### src/hdl/aqm_pkg.sv
// Shared constants, types and arctangent table for the arrow quad measure block.
package aqm_pkg;

  localparam int COORD_WIDTH_DEF = 24;
  localparam int ANGLE_WIDTH_DEF = 16;
  localparam int NPTS = 4;
  localparam int CORDIC_STEPS = 30;
  localparam int ZW = 33;           // angle accumulator, pi/2^31 units plus sign
  localparam int CW = 45;           // cordic x/y width (below 2^41 scale, gain and sign)

  // Command word from the sequencer to the shared unit.
  typedef enum logic [1:0] {
    OP_SQRT  = 2'd0,
    OP_ATAN  = 2'd1
  } aqm_op_t;

  typedef struct packed {
    logic    start;
    aqm_op_t op;
  } aqm_cmd_t;

  function automatic logic [ZW-1:0] atan_entry(input logic [4:0] idx);
    logic [ZW-1:0] v;
    begin
      v = '0;
      unique case (idx)
        5'd0:  v = 33'h020000000;
        5'd1:  v = 33'h012E4051D;
        5'd2:  v = 33'h009FB385B;
        5'd3:  v = 33'h0051111D4;
        5'd4:  v = 33'h0028B0D43;
        5'd5:  v = 33'h00145D7E1;
        5'd6:  v = 33'h000A2F61E;
        5'd7:  v = 33'h000517C55;
        5'd8:  v = 33'h00028BE53;
        5'd9:  v = 33'h000145F2E;
        5'd10: v = 33'h0000A2F98;
        5'd11: v = 33'h0000517CC;
        5'd12: v = 33'h000028BE6;
        5'd13: v = 33'h0000145F3;
        5'd14: v = 33'h00000A2F9;
        5'd15: v = 33'h00000517C;
        5'd16: v = 33'h0000028BE;
        5'd17: v = 33'h00000145F;
        5'd18: v = 33'h000000A2F;
        5'd19: v = 33'h000000517;
        5'd20: v = 33'h00000028B;
        5'd21: v = 33'h000000145;
        5'd22: v = 33'h0000000A2;
        5'd23: v = 33'h000000051;
        5'd24: v = 33'h000000028;
        5'd25: v = 33'h000000014;
        5'd26: v = 33'h00000000A;
        5'd27: v = 33'h000000005;
        5'd28: v = 33'h000000002;
        5'd29: v = 33'h000000001;
        default: v = '0;
      endcase
      return v;
    end
  endfunction

endpackage

### src/hdl/aqm_unit.sv
// Shared iterative unit: bit-serial square root or CORDIC vectoring, one step a cycle.
module aqm_unit #(
  parameter int COORD_WIDTH = aqm_pkg::COORD_WIDTH_DEF,
  parameter int ANGLE_WIDTH = aqm_pkg::ANGLE_WIDTH_DEF
) (
  input  logic                         clk,
  input  logic                         rst_n,
  input  aqm_pkg::aqm_cmd_t            cmd,
  // sqrt operand: dx^2+dy^2; atan operand: vector components
  input  logic [2*COORD_WIDTH+2:0]     rad,
  input  logic signed [COORD_WIDTH+2:0] vx,
  input  logic signed [COORD_WIDTH+2:0] vy,
  output logic                         done,
  output logic [COORD_WIDTH+1:0]       root,
  output logic signed [ANGLE_WIDTH-1:0] angle
);
  localparam int RW = COORD_WIDTH + 2;        // root width
  localparam int NW = 2 * COORD_WIDTH + 3;    // radicand width
  localparam int QW = 2 * RW;                 // radicand padded to whole bit pairs
  localparam int CW = aqm_pkg::CW;
  localparam int ZW = aqm_pkg::ZW;
  localparam int SQ_STEPS = RW;
  localparam int CNTW = 6;

  typedef enum logic [1:0] {S_IDLE, S_SQRT, S_NORM, S_ROT} st_t;

  st_t st_r;
  logic [CNTW-1:0] cnt_r;
  logic [NW-1:0] rem_r;
  logic [QW-1:0] num_r;
  logic [RW-1:0] root_r;
  logic signed [CW-1:0] x_r, y_r;
  logic signed [ZW-1:0] z_r;
  logic done_r;
  logic signed [ANGLE_WIDTH-1:0] angle_r;

  // sqrt step: shift two radicand bits into the remainder, try root*4+1
  logic [NW+1:0] rem_sh, trial;
  logic [RW-1:0] root_sh;
  always_comb begin
    rem_sh  = {rem_r, num_r[QW-1 -: 2]};
    trial   = {{(NW+2-RW-2){1'b0}}, root_r, 2'b01};
    root_sh = {root_r[RW-2:0], 1'b0};
  end

  // cordic step
  logic signed [CW-1:0] xs, ys;
  logic [4:0] idx;
  logic signed [ZW-1:0] za;
  logic signed [ZW-1:0] zr;
  always_comb begin
    idx = cnt_r[4:0];
    xs  = x_r >>> idx;
    ys  = y_r >>> idx;
    za  = aqm_pkg::atan_entry(idx);
    zr  = z_r + (ZW'(1) <<< (31 - ANGLE_WIDTH));
  end

  always_ff @(posedge clk) begin
    if (!rst_n) begin
      st_r   <= S_IDLE;
      done_r <= 1'b0;
      cnt_r  <= '0;
    end else begin
      done_r <= 1'b0;
      unique case (st_r)
        S_IDLE: begin
          if (cmd.start) begin
            cnt_r <= '0;
            if (cmd.op == aqm_pkg::OP_SQRT) begin
              num_r  <= QW'(rad);
              rem_r  <= '0;
              root_r <= '0;
              st_r   <= S_SQRT;
            end else begin
              x_r <= CW'(vx);
              y_r <= CW'(vy);
              z_r <= '0;
              if (vx == '0 && vy == '0) begin
                angle_r <= '0;
                done_r  <= 1'b1;
              end else begin
                st_r <= S_NORM;
              end
            end
          end
        end
        S_SQRT: begin
          num_r <= {num_r[QW-3:0], 2'b00};
          if (rem_sh >= trial) begin
            rem_r  <= NW'(rem_sh - trial);
            root_r <= root_sh | RW'(1);
          end else begin
            rem_r  <= NW'(rem_sh);
            root_r <= root_sh;
          end
          cnt_r <= cnt_r + 1'b1;
          if (cnt_r == CNTW'(SQ_STEPS - 1)) begin
            done_r <= 1'b1;
            st_r   <= S_IDLE;
          end
        end
        S_NORM: begin
          // scale left until the larger magnitude reaches 2^40, then fold
          if (!((x_r[CW-1] ? -x_r : x_r) >= (CW'(1) <<< 40) ||
                (y_r[CW-1] ? -y_r : y_r) >= (CW'(1) <<< 40))) begin
            x_r <= x_r <<< 1;
            y_r <= y_r <<< 1;
          end else begin
            if (x_r < 0) begin
              if (y_r >= 0) begin
                x_r <= y_r; y_r <= -x_r; z_r <= ZW'(1) <<< 30;
              end else begin
                x_r <= -y_r; y_r <= x_r; z_r <= -(ZW'(1) <<< 30);
              end
            end
            cnt_r <= '0;
            st_r  <= S_ROT;
          end
        end
        S_ROT: begin
          if (cnt_r == CNTW'(aqm_pkg::CORDIC_STEPS)) begin
            angle_r <= ANGLE_WIDTH'(zr >>> (32 - ANGLE_WIDTH));
            done_r  <= 1'b1;
            st_r    <= S_IDLE;
          end else begin
            if (y_r > 0) begin
              x_r <= x_r + ys; y_r <= y_r - xs; z_r <= z_r + za;
            end else begin
              x_r <= x_r - ys; y_r <= y_r + xs; z_r <= z_r - za;
            end
            cnt_r <= cnt_r + 1'b1;
          end
        end
        default: st_r <= S_IDLE;
      endcase
    end
  end

  assign done  = done_r;
  assign root  = root_r;
  assign angle = angle_r;

  a_idle_start: assert property (@(posedge clk) disable iff (!rst_n)
    cmd.start |-> st_r == S_IDLE) else $error("start while unit busy");
  a_done_idle: assert property (@(posedge clk) disable iff (!rst_n)
    done |-> st_r == S_IDLE) else $error("done while unit busy");
  a_done_pulse: assert property (@(posedge clk) disable iff (!rst_n)
    done |=> !done) else $error("done longer than one cycle");
endmodule

### config.mk
export PLATFORM = sky130hd
export DESIGN_NAME = aqm_unit
export DESIGN_NICKNAME = d
export VERILOG_FILES = /design/src/hdl/aqm_pkg.sv /design/src/hdl/aqm_unit.sv
export SDC_FILE = /design/constraint.sdc
export NUM_CORES = 2
export LEC_CHECK = 0
export ABC_AREA = 1
export BUFFER_PORTS_ARGS = -buffer_cell sky130_fd_sc_hd__buf_2
export CAP_MARGIN = 20
export CORE_ASPECT_RATIO = 1.4
export CORE_UTILIZATION = 35
export DETAILED_ROUTE_END_ITERATION = 6
export PLACE_DENSITY = 0.58
export SLEW_MARGIN = 20
export SYNTH_ARGS = -nofsm -noshare
export SYNTH_HDL_FRONTEND = slang
export SYNTH_SLANG_ARGS = --single-unit
export TNS_END_PERCENT = 5
### constraint.sdc
create_clock -name clk -period 8.4 [get_ports clk]
set_clock_uncertainty 0.15 [all_clocks]
set_input_delay 0.84 -clock clk [delete_from_list [all_inputs] [get_ports clk]]
set_output_delay 0.84 -clock clk [all_outputs]
set_load 0.02 [all_outputs]
==> flow_metrics.env <==
export IMPL_run_status="finished clean"
export IMPL_nFillCells=10439
export IMPL_grt_first_pass_wirelength_mm=217.2
export IMPL_tns_ps=0
export IMPL_seq_area_frac_synth_pct=26.26
export IMPL_ios=153
export IMPL_placeableCoreArea_sq_um=94350
export IMPL_register_bit_count_reported_by_yosys=306
export IMPL_grt_total_usage_pct=29.54
export IMPL_timing_critical_path_required_ps=8590
export IMPL_avgSynthCellArea_sq_um=6.395
export IMPL_die_span_x_microns=263.5
export IMPL_setup_repair_after_global_routing_missed_its_margin="false"
export IMPL_cell_count_after_synthesis=5239
export IMPL_via_count_of_the_first_global_routing_pass=36544
export IMPL_layout_nets=5573
export IMPL_grt_antenna_before_repair=4
export IMPL_worst_path_dominant_cell_family="compound AO/OA/AOI/OAI gates"
export IMPL_finalHoldViolations=0
export IMPL_period_share_pct=84.83
export IMPL_end_kind="flop"
export IMPL_critical_path_most_common_cell="sky130_fd_sc_hd__nand2_1"
export IMPL_post_cts_hold_buffer_count=0
export IMPL_cts_tree="done"
export IMPL_worst_slew_pin_slew_ps=1165
export IMPL_drc=0
export IMPL_synth_area_sq_um=33500
export IMPL_synth_area_leaders="sky130_fd_sc_hd__edfxtp_1, sky130_fd_sc_hd__nand2_1, sky130_fd_sc_hd__ha_1, sky130_fd_sc_hd__nor2_1, sky130_fd_sc_hd__a21oi_1"
export IMPL_dp_final_hpwl_mm=117.0
export IMPL_synth_simple_gate_area_share_pct=32.32
export IMPL_synthToLayoutAreaGrowth_pct=9.172
export IMPL_synth_area_leader_cell="sky130_fd_sc_hd__edfxtp_1"
export IMPL_power_sequential_fraction_pct=16.4
export IMPL_peakVddDrop_uv=171.9
export IMPL_intPower_mw=6.829
export IMPL_p_comb_share_pct=73.4
export IMPL_wl_per_cell_microns=22.48
export IMPL_antenna_violating_nets_post_route=0
export IMPL_via_per_inst=5.582
export IMPL_synth_lib_cells_used_distinct=61
export IMPL_largest_family_of_logic_cells_by_synthesized_area="simple AND/OR/NAND/NOR gates"
export IMPL_pre_cts_slack_ps=1480
export IMPL_net_switching_power_mw=9.811
export IMPL_power_switching_share_pct=58.96
export IMPL_achievable_frequency_mhz=140.3
export IMPL_final_max_slew_violation_count=0
export IMPL_setup_violations_final=0
export IMPL_power_per_cell_area_nw_per_um2=454.9
export IMPL_cp_data_arrival_time_ps=7310
export IMPL_worst_min_delay_path_class="in -> reg"
export IMPL_cts_root_buf="sky130_fd_sc_hd__clkbuf_16"
export IMPL_max_cap_violations=0
export IMPL_tritoncts_num_buffers=38
export IMPL_min_period_ps=7125
export IMPL_timing_hold_worst_path_depth=3
export IMPL_synth_flop_cell="sky130_fd_sc_hd__edfxtp_1"
export IMPL_start_kind="flop"
export IMPL_cts_repair_resized=0
export IMPL_synth_xor_xnor_area_share_pct=6.117
export IMPL_gp_routability_congestion=1.008
export IMPL_via_count=36459
export IMPL_synthesis_yosys_warnings=0
export IMPL_timing_hold_worst_start="rad[24]"
export IMPL_timing_reg2reg_setup_slack_ps=1270
export IMPL_drtPass1Iterations=6
export IMPL_clock_power_share_pct=10.2
export IMPL_area_fraction_in_compound_gates_after_synthesis_pct=18.86
export IMPL_worst_r2r_cell_count=31
export IMPL_floorplan_initialDensity_pct=35.51
export IMPL_mappedNetlistNets=5524
export IMPL_synth_enable_flop_cells=267
export IMPL_pin_count_of_the_biggest_net_entering_global_routing=130
export IMPL_r2r_start="cnt_r[0]"
export IMPL_postLayoutSetupSlackWorst_ps=1275
export IMPL_clkTransAtPathRegs_ps=60
export IMPL_worst_setup_path_type="reg -> reg"
export IMPL_cp_num_buf_inv=4
export IMPL_clock_sinks=306
export IMPL_drive_above_1_share_pct=6.961
export IMPL_max_slew_margin_rel_pct=21.64
export IMPL_cpMaxStageDelayCell="sky130_fd_sc_hd__dfxtp_4"
export IMPL_synth_fa_ha_area_share_pct=6.603
export IMPL_wirelength_mm=146.8
export IMPL_synthMuxAreaShare_pct=0.8963
export IMPL_async_reset_ff_share_pct=0
export IMPL_clock_path_buffers=3
export IMPL_r2r_end="y_r[42]"
export IMPL_drt_first_iter_violations=3162
export IMPL_insertion_delay_ps=620
export IMPL_timing_critical_path_slowest_cell_delay_ps=960
export IMPL_grt_overflow_total=0
export IMPL_fp_dieH_microns=368.1
export IMPL_synth_top_cell_area_share_pct=23.93
export IMPL_port_buffer_count=152
export IMPL_power_leakage_nw=16.29
export IMPL_htree_levels=2
export IMPL_worst_hold_path_endpoint="num_r[24]"
export IMPL_critPathMaxFanout=95
export IMPL_std_cell_rows=133
export IMPL_floorplan_die_area_sq_um=96980
export IMPL_cts_setup_buffers=0
[stage by stage]
stage | power, mW | instance area [sq um] | hold WS (ps) | utilization, % | std cells
final | 16.64 | 36580 | 355.0 | 38.76 | 6531
after global routing | 17.98 | 36570 | 363.1 | 38.76 | 6530
after CTS | 16.45 | 36550 | 337.8 | 38.74 | 6529
after detailed placement | 14.69 | 35330 | 352.9 | 37.45 | 6462
after global placement | 14.71 | 35330 | 348.8 | 37.44 | 6462
after floorplan | 10.97 | 33510 | 344.3 | - | 5239
[cells in the final DEF (no fill, tap or decap), drive strengths merged, types with 8 or more instances in the layout]
cell type | Yosys | routed
o21bai | 12 | 12
nand4 | 49 | 49
clkbuf | 97 | 46
nand2 | 1487 | 1487
dfxtp | 39 | 39
o31ai | 8 | 8
inv | 547 | 550
buf | 97 | 203
a22oi | 8 | 8
or2 | 43 | 43
a31oi | 51 | 51
nand3 | 330 | 330
o221ai | 12 | 12
nor2 | 589 | 589
nor4 | 27 | 27
a21oi | 400 | 400
o2111ai | 46 | 46
clkinv | 6 | 20
nor3 | 71 | 71
edfxtp | 267 | 267
ha | 172 | 172
mux2i | 30 | 30
xnor2 | 57 | 57
o211ai | 53 | 53
xor2 | 177 | 177
o21ai | 483 | 483
o21a | 28 | 28
[how the worst max path moves through the flow]
stage          slack [ps]  cells after the start     start  endpoint
2_1_floorplan        -200                      4     rst_n  num_r[0]
3_3_place_gp         1080                     28  cnt_r[0]   x_r[21]
3_5_place_dp         1480                     31  cnt_r[0]   y_r[42]
4_1_cts              1460                     31  cnt_r[0]   y_r[42]
5_1_grt               930                     33  cnt_r[0]   y_r[43]
6_report             1270                     31  cnt_r[0]   y_r[42]
[worst min-delay path: stages]
cell                      delay, ps
sky130_fd_sc_hd__buf_2           80
sky130_fd_sc_hd__nand2_1         40
sky130_fd_sc_hd__nand2_1         40
[metal layers]
metal / wire, microns / global-route usage (%)
met1: 52980 / 30.38
met2: 73590 / 54.35
met3: 8190 / 4.367
met4: 11980 / 21.21
met5: 47 / 0
[kinds of logic after synthesis]
logic type | after synthesis
AND/OR/NAND/NOR | 2619
adder cells (fa/ha/maj) | 175
flip-flops | 306
AO/OA/AOI/OAI | 1128
multiplexers | 30
XOR/XNOR | 234
buffers and inverters | 747
[final cells by class]
class                      instances  area [sq um]  share of cell area (%)
sequential                       306          8807                   24.08
multi-input combinational       4186         21790                   59.58
clock buffer                      46          1011                   2.764
timing repair buffer             203          1156                   3.161
tap                             1215          1520                   4.156
inverter                         553          2077                   5.679
antenna                            1         2.502                0.006842
clock inverter                    21         209.0                  0.5713
[registers in the layout, indices dropped and copies added, names as in the netlist]
name / cells
num_r: 52
rem_r: 51
x_r: 45
y_r: 45
z_r: 32
za: 30
root: 26
angle: 16
cnt_r: 6
st_r: 2
done: 1
[Yosys cell counts, types with 27 or more instances]
library cell,number
sky130_fd_sc_hd__buf_2,36
sky130_fd_sc_hd__o211ai_1,52
sky130_fd_sc_hd__xor2_1,177
sky130_fd_sc_hd__nand2_1,1480
sky130_fd_sc_hd__buf_1,32
sky130_fd_sc_hd__nand3_1,325
sky130_fd_sc_hd__nor4_1,27
sky130_fd_sc_hd__o2111ai_1,46
sky130_fd_sc_hd__a21oi_1,398
sky130_fd_sc_hd__o21ai_0,355
sky130_fd_sc_hd__or2_2,32
sky130_fd_sc_hd__dfxtp_1,39
sky130_fd_sc_hd__nand4_1,48
sky130_fd_sc_hd__nor2_1,573
sky130_fd_sc_hd__o21a_1,28
sky130_fd_sc_hd__inv_1,528
sky130_fd_sc_hd__mux2i_1,30
sky130_fd_sc_hd__clkbuf_1,97
sky130_fd_sc_hd__xnor2_1,57
sky130_fd_sc_hd__edfxtp_1,267
sky130_fd_sc_hd__o21ai_1,124
sky130_fd_sc_hd__nor3_1,70
sky130_fd_sc_hd__a31oi_1,51
sky130_fd_sc_hd__ha_1,172
[power by group through the flow]
stage,Combinational (mW),Sequential (mW),Clock [mW]
after floorplan,8.47,2.50,0
after global placement,12.0,2.73,0
after detailed placement,12.0,2.72,0
after CTS,12.0,2.70,1.72
after global routing,13.5,2.75,1.76
final,12.2,2.73,1.69
No activity file was read; power rests on OpenSTA's default activity.
